==> src/rtl/esma_pkg.sv <==
package esma_pkg;

    // Field widths
    localparam int COUNT_W = 16;
    localparam int DELTA_W = 17;
    localparam int POS_W   = 32;
    localparam int SPEED_W = 27;
    localparam int SCALE_W = 16;

    // Stream widths, padded to whole bytes
    localparam int S_TDATA_W = 16;
    localparam int M_TDATA_W = 80;
    localparam int M_USED_W  = DELTA_W + POS_W + SPEED_W;

    localparam logic [SCALE_W-1:0] SCALE_RESET = 16'd59042;

    // Wrap limits for the raw counter difference (18 bits signed)
    localparam logic signed [COUNT_W+1:0] WRAP_HI   = 18'sd32768;
    localparam logic signed [COUNT_W+1:0] WRAP_LO   = -18'sd32768;
    localparam logic signed [COUNT_W+1:0] WRAP_SPAN = 18'sd65536;

    localparam logic signed [SPEED_W-1:0] SPEED_MAX = {1'b0, {(SPEED_W-1){1'b1}}};
    localparam logic signed [SPEED_W-1:0] SPEED_MIN = {1'b1, {(SPEED_W-1){1'b0}}};

    // One finished result
    typedef struct packed {
        logic signed [SPEED_W-1:0] avg_speed;
        logic signed [POS_W-1:0]   position;
        logic signed [DELTA_W-1:0] count_delta;
    } result_t;

endpackage

==> src/rtl/encoder_speed_moving_average.sv <==
// Encoder speed by moving average, one motor channel. Each request on the
// s_ side carries one sample of the 16-bit free-running encoder counter. The
// block wraps the change since the previous sample into -32768..32768, adds
// it to a 32-bit wrapping position, keeps the last WINDOW changes in a ring
// with a running sum, and returns (sum * speed_scale) >> 8, floored and
// saturated to 27 bits, as the speed in rpm with 8 fraction bits. One result
// comes out per sample, through the stage 1 registers and then the output
// register. A new sample is taken every cycle while the m_ side is ready:
// the ring and running sum update within the accepting cycle, and the single
// multiply has a stage of its own. The first sample is differenced against zero.
// speed_scale resets to 59042; the user writes it through cfg_we/cfg_wdata only
// while the block is idle, and the block does not enforce this. A second motor is a second instance.
module encoder_speed_moving_average #(
    parameter int WINDOW = 5    // ring length, 1..16
) (
    input  logic                           aclk,
    input  logic                           aresetn,

    input  logic                           cfg_we,
    input  logic [esma_pkg::SCALE_W-1:0]   cfg_wdata,   // speed_scale

    input  logic                           s_tvalid,
    output logic                           s_tready,
    input  logic [esma_pkg::S_TDATA_W-1:0] s_tdata,     // [15:0] count_value

    output logic                           m_tvalid,
    input  logic                           m_tready,
    // [16:0] count_delta, [48:17] position, [75:49] avg_speed, [79:76] zero
    output logic [esma_pkg::M_TDATA_W-1:0] m_tdata
);
    import esma_pkg::*;

    localparam int IDX_W  = (WINDOW > 1) ? $clog2(WINDOW) : 1;
    localparam int SUM_W  = DELTA_W + 1 + $clog2(WINDOW);  // room for WINDOW full-scale deltas
    localparam int PROD_W = SUM_W + SCALE_W + 1;
    localparam int SHR_W  = PROD_W - 8;
    localparam logic [IDX_W-1:0] IDX_LAST = IDX_W'(WINDOW - 1);

    // ---------------- configuration ----------------
    logic [SCALE_W-1:0] scale_reg;

    always_ff @(posedge aclk) begin
        if (!aresetn) begin
            scale_reg <= SCALE_RESET;
        end else if (cfg_we) begin
            scale_reg <= cfg_wdata;
        end
    end

    // ---------------- handshake ----------------
    // Two-deep pipe: stage 1 (ring update) and the output register.
    logic s1_valid_reg;
    logic m_valid_reg;
    logic out_ready;
    logic s1_ready;
    logic in_accept;

    assign out_ready = !m_valid_reg || m_tready;
    assign s1_ready  = !s1_valid_reg || out_ready;
    assign s_tready  = s1_ready;
    assign in_accept = s_tvalid && s1_ready;

    // ---------------- stage 1: delta, position, ring ----------------
    logic [COUNT_W-1:0]        last_count_reg;
    logic signed [POS_W-1:0]   position_reg;
    logic signed [SUM_W-1:0]   window_sum_reg;
    logic signed [DELTA_W-1:0] ring_reg [WINDOW];
    logic [IDX_W-1:0]          ring_idx_reg;
    logic signed [DELTA_W-1:0] s1_delta_reg;

    logic [COUNT_W-1:0]          cur_count;
    logic signed [COUNT_W+1:0]   raw_diff;
    logic signed [COUNT_W+1:0]   wrap_diff;
    logic signed [DELTA_W-1:0]   delta_next;
    logic signed [DELTA_W-1:0]   ring_old;
    logic signed [SUM_W-1:0]     window_sum_next;
    logic signed [POS_W-1:0]     position_next;
    logic [IDX_W-1:0]            ring_idx_next;

    assign cur_count = s_tdata[COUNT_W-1:0];
    assign raw_diff  = $signed({2'b00, cur_count}) - $signed({2'b00, last_count_reg});

    always_comb begin
        // exactly +/-32768 stays as is
        if (raw_diff > WRAP_HI) begin
            wrap_diff = raw_diff - WRAP_SPAN;
        end else if (raw_diff < WRAP_LO) begin
            wrap_diff = raw_diff + WRAP_SPAN;
        end else begin
            wrap_diff = raw_diff;
        end
    end

    assign delta_next = wrap_diff[DELTA_W-1:0];
    assign ring_old   = ring_reg[ring_idx_reg];

    assign window_sum_next = window_sum_reg
                           - {{(SUM_W-DELTA_W){ring_old[DELTA_W-1]}}, ring_old}
                           + {{(SUM_W-DELTA_W){delta_next[DELTA_W-1]}}, delta_next};

    assign position_next = position_reg
                         + {{(POS_W-DELTA_W){delta_next[DELTA_W-1]}}, delta_next};

    assign ring_idx_next = (ring_idx_reg == IDX_LAST) ? '0 : ring_idx_reg + 1'b1;

    always_ff @(posedge aclk) begin
        if (!aresetn) begin
            last_count_reg <= '0;
            position_reg   <= '0;
            window_sum_reg <= '0;
            ring_idx_reg   <= '0;
            s1_valid_reg   <= 1'b0;
            for (int i = 0; i < WINDOW; i++) begin
                ring_reg[i] <= '0;
            end
        end else begin
            if (in_accept) begin
                last_count_reg         <= cur_count;
                position_reg           <= position_next;
                window_sum_reg         <= window_sum_next;
                ring_reg[ring_idx_reg] <= delta_next;
                ring_idx_reg           <= ring_idx_next;
            end
            if (s1_ready) begin
                s1_valid_reg <= s_tvalid;
            end
        end
    end

    // delta payload; position and sum of the item in stage 1 sit in the
    // state registers, which move only when stage 1 reloads
    always_ff @(posedge aclk) begin
        if (in_accept) begin
            s1_delta_reg <= delta_next;
        end
    end

    // ---------------- stage 2: scale, floor shift, saturate ----------------
    logic signed [PROD_W-1:0]  prod;
    logic signed [SHR_W-1:0]   shifted;
    logic signed [SPEED_W-1:0] speed_sat;
    logic                      over_hi;
    logic                      over_lo;
    result_t                   res_next;
    result_t                   res_reg;

    assign prod    = $signed(window_sum_reg) * $signed({1'b0, scale_reg});
    assign shifted = prod[PROD_W-1:8];   // dropping bits floors

    // out of range when the bits above the result are not a sign extension
    assign over_hi = !shifted[SHR_W-1] && (|shifted[SHR_W-1:SPEED_W-1]);
    assign over_lo =  shifted[SHR_W-1] && !(&shifted[SHR_W-1:SPEED_W-1]);

    always_comb begin
        if (over_hi) begin
            speed_sat = SPEED_MAX;
        end else if (over_lo) begin
            speed_sat = SPEED_MIN;
        end else begin
            speed_sat = shifted[SPEED_W-1:0];
        end
    end

    always_comb begin
        res_next.count_delta = s1_delta_reg;
        res_next.position    = position_reg;
        res_next.avg_speed   = speed_sat;
    end

    always_ff @(posedge aclk) begin
        if (!aresetn) begin
            m_valid_reg <= 1'b0;
        end else if (out_ready) begin
            m_valid_reg <= s1_valid_reg;
        end
    end

    always_ff @(posedge aclk) begin
        if (out_ready && s1_valid_reg) begin
            res_reg <= res_next;
        end
    end

    assign m_tvalid = m_valid_reg;
    assign m_tdata  = {{(M_TDATA_W-M_USED_W){1'b0}}, res_reg};

    // ---------------- assertions ----------------
    a_idx_range: assert property (@(posedge aclk) disable iff (!aresetn)
        ring_idx_reg <= IDX_LAST)
        else $error("ring index out of range");

    a_stall_full: assert property (@(posedge aclk) disable iff (!aresetn)
        !s_tready |-> (s1_valid_reg && m_valid_reg))
        else $error("input stalled with a free stage");

    a_accept_fills: assert property (@(posedge aclk) disable iff (!aresetn)
        in_accept |=> s1_valid_reg)
        else $error("accepted request lost in stage 1");

    a_pos_hold: assert property (@(posedge aclk) disable iff (!aresetn)
        !in_accept |=> $stable(position_reg) && $stable(window_sum_reg))
        else $error("state moved without a request");

    a_s1_moves: assert property (@(posedge aclk) disable iff (!aresetn)
        (s1_valid_reg && out_ready) |=> m_valid_reg)
        else $error("stage 1 result not passed to output");

endmodule
==> config.mk <==
export PLATFORM = sky130hd
export DESIGN_NAME = encoder_speed_moving_average
export DESIGN_NICKNAME = d
export VERILOG_FILES = /design/src/rtl/esma_pkg.sv /design/src/rtl/encoder_speed_moving_average.sv
export SDC_FILE = /design/constraint.sdc
export NUM_CORES = 1
export LEC_CHECK = 0
export BUFFER_PORTS_ARGS = -buffer_cell sky130_fd_sc_hd__buf_4
export CAP_MARGIN = 20
export CORE_MARGIN = 4
export CORE_UTILIZATION = 35
export CTS_CLUSTER_SIZE = 24
export DETAILED_ROUTE_END_ITERATION = 16
export PLACE_DENSITY = 0.58
export SYNTH_ARGS = -nofsm -noshare
export SYNTH_HDL_FRONTEND = slang
export SYNTH_SLANG_ARGS = --single-unit
==> constraint.sdc <==
create_clock -name aclk -period 13.69 [get_ports aclk]
set_input_delay 2.0535 -clock aclk [delete_from_list [all_inputs] [get_ports aclk]]
set_output_delay 2.0535 -clock aclk [all_outputs]
set_load 0.1 [all_outputs]
==> flow_metrics.env, run 1 <==
export IMPL_cts_tree="done"
export IMPL_fp_coreArea_sq_mm=0.0780
export IMPL_grt_pass1_wl_um=104000
export IMPL_gp_congestion=0.828
export IMPL_drt_wirelength_per_cell_um=17.2
export IMPL_drive_gt1_share_pct=9.78
export IMPL_fin_crit_ns=7.79
export IMPL_synth_top_cell_area_share_pct=25.6
export IMPL_mappedNetlistArea_sq_mm=0.0277
export IMPL_drt_pass1_iterations=5
export IMPL_synth_edf_count=229
export IMPL_holdWs_ns=0.415
export IMPL_ios=119
export IMPL_syn_to_final_growth_pct=11.8
export IMPL_cp_max_fo=25
export IMPL_status="finished clean"
export IMPL_drtAntennaViolNets=0
export IMPL_dieHeight_um=289
export IMPL_synth_seq_cells=322
export IMPL_max_slew_margin_pct=28.9
export IMPL_finalSetupViolCount=0
export IMPL_clock_path_buffers=3
export IMPL_maxSlewViolCount=0
export IMPL_largest_register_ffs=136
export IMPL_clk_latency_ns=0.57
export IMPL_start_util_pct=35.5
export IMPL_hpwl_um=49700
export IMPL_vias=18400
export IMPL_cts_buffers_inserted=39
export IMPL_drc=0
export IMPL_synth_area_leaders="fa_1 26%, edfxtp_1 25%, ha_1 7.4%"
export IMPL_postCtsHoldBufs=0
export IMPL_fin_skew_ns=0.0142
export IMPL_post_cts_setup_buffers=0
export IMPL_synthCells=2683
export IMPL_tightest_slew_ns=1.06
export IMPL_rsz0062_at_grt="no"
export IMPL_max_freq_ghz=0.128
export IMPL_whs_path_depth=0
export IMPL_hold_path_class="flip-flop to flip-flop"
export IMPL_cts_sinks=322
export IMPL_cts_root_buf="clkbuf_16"
export IMPL_critPathKind="input pin to flip-flop"
export IMPL_cap_violations=0
export IMPL_arrival_ns=8.29
export IMPL_cts_clk_slew_worst_paths_ns=0.06
export IMPL_hold_viol=0
export IMPL_worst_setup_path_end_kind="flip-flop"
export IMPL_min_from="s1_delta_reg[4]"
export IMPL_netlist_cell_type_count=82
export IMPL_reg2reg_slack_ns=6.08
export IMPL_reg2reg_depth=20
export IMPL_synth_avg_cell_area_sq_um=10.3
export IMPL_grtUsageTotal_pct=15.9
export IMPL_final_common_cell="inv_1"
export IMPL_yosys_warnings=0
export IMPL_hold_end="m_tdata[4]"
export IMPL_pre_cts_ws_ns=5.46
export IMPL_die_w_um=289
export IMPL_finalCritPeriodShare_pct=56.9
export IMPL_viasPerCell=4.82
export IMPL_grt_pass1_vias=18800
export IMPL_port_buffers=114
export IMPL_crit_required_ns=14.19
export IMPL_final_cell_mix="489 x inv_1, 355 x fa_1, 351 x nand2_1, 229 x edfxtp_1, 163 x ha_1"
export IMPL_cts_resized=0
export IMPL_worstReg2RegEnd="m_tdata[51]"
export IMPL_synth_ff_type="edfxtp_1"
export IMPL_cts_max_level=2
export IMPL_dr_first_iter_drc_count=1066
export IMPL_nets=3306
export IMPL_tns_ns=0
export IMPL_seq_area_frac_synth_pct=31.5
export IMPL_antenna_found_initial=0
export IMPL_startpoint="s_tdata[0]"
export IMPL_grt_max_degree=92
export IMPL_crit_path_start_kind="input pin"
export IMPL_synthArstFlopShare_pct=0
export IMPL_routed_wl_um=65700
export IMPL_worst_slack_ns=5.90
export IMPL_dieArea_sq_mm=0.0838
export IMPL_grt_overflow_total=0
export IMPL_rows=102
export IMPL_r2r_start="scale_reg[3]"
export IMPL_yosysTopAreaCell="fa_1"
synth_stat cells (all sizes together) (3+ instances only):
master and instances:
a211oi 13, clkbuf 98, nor2 143, buf 12, a21oi 126, edfxtp 229, inv 492, and2 138
mux4 34, o21bai 7, nor4b 3, nor3 16, and4 5, o31ai 4, nand3 29, o21a 11
and3 13, a31o 5, xnor2 61, dfxtp 93, o211ai 4, xor2 27, nand2b 4, a311oi 4
nor2b 12, ha 163, mux2i 33, or3 12, o2111ai 3, a2111oi 3, nand4 6, or4 4
o21ai 44, a21o 64, o31a 3, fa 355, nand2 352, a211o 5, a31oi 9, or2 6
a22oi 4, a21boi 4
cell families after synthesis:
family          count (synthesis)  share of synthesized area [%]
buf+inv                       602                           8.27
simple gates                  750                           12.4
xor+xnor                       88                           2.78
fa+ha+maj                     518                           33.0
flops                         322                           31.5
mux                            69                           4.04
compound gates                333                           7.98
other cells                     1                         0.0135
worst max path at each step:
stage                       endpoint  cells after the start  slack, ns
floorplan           position_reg[29]                     23       6.67
global placement    position_reg[29]                     24       5.62
detailed placement  position_reg[29]                     24       5.46
CTS                      m_tdata[51]                     20       5.98
global route        position_reg[29]                     24       5.51
finish              position_reg[29]                     24       5.90
area by class of cell:
type                            instances  area (sq um)
Clock buffer                           44          1020
Multi-Input combinational cell       1762         16700
Timing Repair Buffer                  134          1000
Fill cell                            7600         47000
Antenna cell                            1          2.50
Inverter                              492          1850
Clock inverter                         28           332
Sequential cell                       322          8740
Tap cell                             1040          1300
worst max-delay path, cell delays in order:
cell,delay [ns]
buf_4,0.11
inv_1,0.05
ha_1,0.17
inv_1,0.06
fa_1,0.42
a21o_1,0.20
a21oi_1,0.17
xor2_1,0.53
and4_1,0.27
o2111ai_1,0.10
nor4b_1,0.41
a41o_1,0.41
inv_2,0.32
ha_1,0.47
a2111oi_0,0.46
o21ai_0,0.17
a31o_2,0.26
a311oi_1,0.46
o211a_1,0.32
o21ai_1,0.11
a221oi_1,0.35
xnor2_1,0.16
nand2_1,0.06
a21oi_1,0.17
per-layer routing:
layer / track usage (%) / vias to the layer above / routed length (um)
met1: 21.5 / 9201 / 29500
met4: 3.76 / 0 / 1370
met3: 2.40 / 81 / 3200
met2: 26.9 / 362 / 31600
met5: 0 / - / 0
li1: - / 8768 / -
metrics by stage:
step	utilization [%]	cells	cell area (sq um)
final	39.7	3823	31000
after global routing	39.7	3822	31000
after CTS	39.7	3821	31000
after detailed placement	38.0	3749	29600
after global placement	38.0	3749	29600
after floorplan	-	2686	27700
Power of run 1 is not shown: default switching activity piles up to over one toggle a cycle in this logic, so the estimate is an artifact.
==> inputs of run 2 (changes only) <==
==> constraint.sdc (replaced) <==
create_clock -name aclk -period 7.6 [get_ports aclk]
set_input_delay 1.14 -clock aclk [delete_from_list [all_inputs] [get_ports aclk]]
set_output_delay 1.14 -clock aclk [all_outputs]
set_load 0.1 [all_outputs]
==> flow_metrics.env, run 2 (synthesis gave the netlist of run 1 again) <==
export IMPL_dr_first_iter_drc_count=971
export IMPL_nets=3362
export IMPL_cts_sinks=322
export IMPL_critPathKind="flip-flop to flip-flop"
export IMPL_status="finished clean"
export IMPL_cts_tree="done"
export IMPL_drtAntennaViolNets=0
export IMPL_tightest_slew_ns=0.945
export IMPL_final_cell_mix="489 x inv_1, 355 x fa_1, 351 x nand2_1, 229 x edfxtp_1, 187 x buf_4"
export IMPL_crit_buf_inv=4
export IMPL_final_common_cell="inv_1"
export IMPL_finalSetupViolCount=0
export IMPL_hold_path_class="flip-flop to flip-flop"
export IMPL_dieHeight_um=289
export IMPL_start_util_pct=35.5
export IMPL_die_w_um=289
export IMPL_hold_viol=0
export IMPL_cts_clk_slew_worst_paths_ns=0.07
export IMPL_drive_gt1_share_pct=11.2
export IMPL_grt_pass1_wl_um=107000
export IMPL_cts_root_buf="clkbuf_16"
export IMPL_cts_max_level=2
export IMPL_rsz0062_at_grt="no"
export IMPL_hpwl_um=52100
export IMPL_crit_path_start_kind="flip-flop"
export IMPL_finalCritPeriodShare_pct=94.6
export IMPL_routed_wl_um=66600
export IMPL_dieArea_sq_mm=0.0838
export IMPL_drc=0
export IMPL_worst_setup_path_end_kind="flip-flop"
export IMPL_port_buffers=114
export IMPL_maxSlewViolCount=0
export IMPL_cp_common_cell="fa_1"
export IMPL_slowest_stage="dfxtp_1"
export IMPL_arrival_ns=7.52
export IMPL_max_freq_ghz=0.139
export IMPL_grtUsageTotal_pct=16.1
export IMPL_max_stage_delay_ns=0.72
export IMPL_cts_buffers_inserted=40
export IMPL_drt_pass1_iterations=5
export IMPL_grt_overflow_total=0
export IMPL_vias=18500
export IMPL_fin_crit_ns=7.19
export IMPL_crit_required_ns=7.93
export IMPL_largest_register_ffs=136
export IMPL_grt_pass1_vias=19300
export IMPL_tns_ns=0
export IMPL_fp_coreArea_sq_mm=0.0780
export IMPL_drt_wirelength_per_cell_um=17.2
export IMPL_viasPerCell=4.76
export IMPL_cp_top_family="adder cells"
export IMPL_cap_violations=0
export IMPL_syn_to_final_growth_pct=13.4
export IMPL_fin_skew_ns=0.0175
export IMPL_clk_latency_ns=0.57
export IMPL_grt_max_degree=70
export IMPL_gp_congestion=0.847
export IMPL_crit_chain="and2_1 > inv_1 > fa_1 > fa_1 > inv_1 > fa_1 > fa_1 > fa_1 > inv_1 > fa_1 > inv_1 > ha_1 > and3_1 > and4_1 > o2111ai_4 > a21oi_2 > o41ai_4 > xnor2_1 > o21ai_4 > a31o_1"
export IMPL_antenna_found_initial=1
export IMPL_max_slew_margin_pct=36.8
export IMPL_cp_max_fo=26
export IMPL_rows=102
export IMPL_clock_path_buffers=3
export IMPL_ios=119
export IMPL_diodes=0
-- run 2: changes by cell type in the layout (fill, tap and decap cells not counted), sizes merged --
cell / previous run / this run
buf: 134 / 189
clkbuf: 44 / 50
inv: 496 / 492
clkinv: 16 / 13
clkinvlp: 3 / 5
diode: 1 / 0
-- run 2: final cells by class --
class | instances | area (sq um)
inverters | 492 | 1850
well taps | 1040 | 1300
clock buffers | 50 | 1070
clock inverters | 23 | 288
flip-flops and latches | 322 | 8740
multi-input cells | 1762 | 16700
fillers | 7602 | 46500
repair buffers | 189 | 1440
-- run 2: final timing paths --
kind                          from  cells after the start  slack, ns     endpoint
setup / recovery      scale_reg[6]                     20       0.41  m_tdata[51]
setup reg to reg      scale_reg[6]                     20       0.41  m_tdata[51]
hold / removal    s1_delta_reg[12]                      0       0.42  m_tdata[12]
hold reg to reg   s1_delta_reg[12]                      0       0.42  m_tdata[12]
-- run 2: per-stage QoR --
step                cells  util, %  cell area [sq um]  setup WS (ns)  hold WS, ns
detailed placement   3804     38.5              30100          0.161        0.405
CTS                  3877     40.3              31400          0.148        0.419
global route         3878     40.3              31400         0.0249        0.424
floorplan            2686        -              27700          0.829        0.400
finish               3878     40.3              31400          0.408        0.417
global placement     3804     38.5              30100          0.245        0.400
-- run 2: what timing repair did --
action,in CTS,in global routing
buffers inserted,0,0
hold buffers,0,0
endpoints found under the setup margin,0,26
gates resized for setup,0,2
hold endpoints to repair,0,0
-- run 2: layer usage --
| layer | track usage (%) | share of wire, % |
|---|---|---|
| met2 | 26.7 | 47 |
| met1 | 22.2 | 46 |
| met5 | 0 | 0.017 |
| met4 | 3.79 | 2.1 |
| met3 | 2.84 | 5.4 |
Power of run 2 is left out for the same reason.
==> inputs of run 3 (changes only) <==
--- a/config.mk
+++ b/config.mk
@@ -5,7 +5,7 @@
 export SDC_FILE = /design/constraint.sdc
 export NUM_CORES = 1
 export LEC_CHECK = 0
-export BUFFER_PORTS_ARGS = -buffer_cell sky130_fd_sc_hd__buf_4
+export BUFFER_PORTS_ARGS = -buffer_cell sky130_fd_sc_hd__buf_2
 export CAP_MARGIN = 20
 export CORE_MARGIN = 4
 export CORE_UTILIZATION = 35
==> flow_metrics.env, run 3 (synthesis gave the netlist of run 1 again) <==
export IMPL_gp_congestion=0.822
export IMPL_drc=0
export IMPL_placedCellCount=3801
export IMPL_cts_sinks=322
export IMPL_ios=119
export IMPL_post_route_util_pct=39.9
export IMPL_final_cell_mix="489 x inv_1, 355 x fa_1, 351 x nand2_1, 229 x edfxtp_1, 163 x ha_1"
export IMPL_drtAntennaViolNets=0
export IMPL_antenna_found_initial=1
export IMPL_rsz0062_at_grt="no"
export IMPL_tightest_slew_ns=1.12
export IMPL_grt_pass1_vias=19100
export IMPL_start_util_pct=35.5
export IMPL_max_freq_ghz=0.139
export IMPL_rows=102
export IMPL_fin_skew_ns=0.0188
export IMPL_critPathKind="flip-flop to flip-flop"
export IMPL_viasPerCell=4.76
export IMPL_crit_buf_inv=5
export IMPL_grtUsageTotal_pct=16.0
export IMPL_r2r_start="window_sum_reg[5]"
export IMPL_status="finished clean"
export IMPL_pre_cts_ws_ns=0.156
export IMPL_critical_path_depth=23
export IMPL_cap_violations=0
export IMPL_cp_top_family="adder cells"
export IMPL_cts_max_level=2
export IMPL_arrival_ns=7.52
export IMPL_fin_crit_ns=7.21
export IMPL_worstReg2RegEnd="m_tdata[51]"
export IMPL_fp_coreArea_sq_mm=0.0780
export IMPL_port_buffers=114
export IMPL_crit_path_start_kind="flip-flop"
export IMPL_hpwl_um=51600
export IMPL_worst_slack_ns=0.388
export IMPL_drive_gt1_share_pct=11.2
export IMPL_slowest_stage="dfxtp_1"
export IMPL_reg2reg_depth=23
export IMPL_nets=3358
export IMPL_diodes=0
export IMPL_grt_overflow_total=0
export IMPL_drt_wirelength_per_cell_um=17.0
export IMPL_routed_wl_um=66000
export IMPL_postCtsHoldBufs=0
export IMPL_final_cell_count_no_fill=3873
export IMPL_max_slew_margin_pct=25.3
export IMPL_largest_register_ffs=136
export IMPL_cp_max_fo=26
export IMPL_finalSetupViolCount=0
export IMPL_hold_end="m_tdata[7]"
export IMPL_vias=18400
export IMPL_cp_common_cell="fa_1"
export IMPL_whs_path_depth=0
export IMPL_max_stage_delay_ns=0.77
export IMPL_finalCritPeriodShare_pct=94.9
export IMPL_use_met3_pct=2.55
export IMPL_grt_pass1_wl_um=106000
export IMPL_hold_viol=0
export IMPL_dieHeight_um=289
export IMPL_cts_tree="done"
export IMPL_maxSlewViolCount=0
export IMPL_crit_chain="nand2_1 > fa_1 > inv_1 > fa_1 > inv_1 > fa_1 > inv_1 > fa_1 > fa_1 > inv_1 > fa_1 > inv_1 > ha_1 > and3_1 > and4_1 > nand4_1 > nand3_1 > o2111ai_4 > a21oi_2 > o41ai_4 > xnor2_1 > o21ai_4 > a31o_1"
export IMPL_grtUsageMet1_pct=22.1
export IMPL_cts_root_buf="clkbuf_16"
export IMPL_syn_to_final_growth_pct=12.2
export IMPL_grt_max_degree=82
export IMPL_cts_buffers_inserted=39
export IMPL_hold_path_class="flip-flop to flip-flop"
export IMPL_tns_ns=0
export IMPL_drt_pass1_iterations=5
export IMPL_cts_clk_slew_worst_paths_ns=0.06
export IMPL_die_w_um=289
export IMPL_dieArea_sq_mm=0.0838
export IMPL_crit_required_ns=7.91
export IMPL_worst_setup_path_end_kind="flip-flop"
export IMPL_dr_first_iter_drc_count=1106
export IMPL_clk_latency_ns=0.57
export IMPL_final_common_cell="inv_1"
export IMPL_min_from="s1_delta_reg[7]"
export IMPL_reg2reg_slack_ns=0.39
export IMPL_grtUsageMet2_pct=26.6
export IMPL_clock_path_buffers=3
export IMPL_gr_max_usage_layer="met2"
-- run 3: cell count changes in the layout (fill, tap and decap cells not counted), sizes merged --
cell / delta
buf: -3
clkbuf: +2
inv: +2
clkinvlp: -3
clkinv: -3
-- run 3: cell type report --
type / instances / area (sq um)
well taps: 1040 / 1300
fillers: 7595 / 46900
clock buffers: 52 / 1090
inverters: 492 / 1850
multi-input cells: 1762 / 16700
repair buffers: 186 / 1130
clock inverters: 19 / 248
flip-flops and latches: 322 / 8740
-- run 3: stage by stage --
| step | instance area [sq um] | hold slack (ns) |
|---|---|---|
| CTS | 31100 | 0.414 |
| global route | 31100 | 0.422 |
| finish | 31100 | 0.411 |
| global placement | 29700 | 0.401 |
| detailed placement | 29700 | 0.405 |
| floorplan | 27700 | 0.400 |
-- run 3: how the worst max path moves through the flow --
stage	end	slack, ns	start
after global routing	m_tdata[51]	0.03	scale_reg[6]
after floorplan	m_tdata[63]	0.83	window_sum_reg[20]
final	m_tdata[51]	0.39	window_sum_reg[5]
after global placement	m_tdata[51]	0.26	window_sum_reg[5]
after detailed placement	m_tdata[51]	0.16	window_sum_reg[5]
after CTS	m_tdata[51]	0.13	window_sum_reg[5]
-- run 3: repair_timing --
item	CTS	global route
setup buffers	0	0
hold endpoints to repair	0	0
gates resized for setup	0	1
setup endpoints to repair	0	26
-- run 3: per-layer routing --
metal / routed length [um] / part of all wire (%)
met1: 30200 / 46
met2: 31200 / 47
met3: 3380 / 5.1
met4: 1170 / 1.8
met5: 0 / 0
Power of run 3 is left out for the same reason.
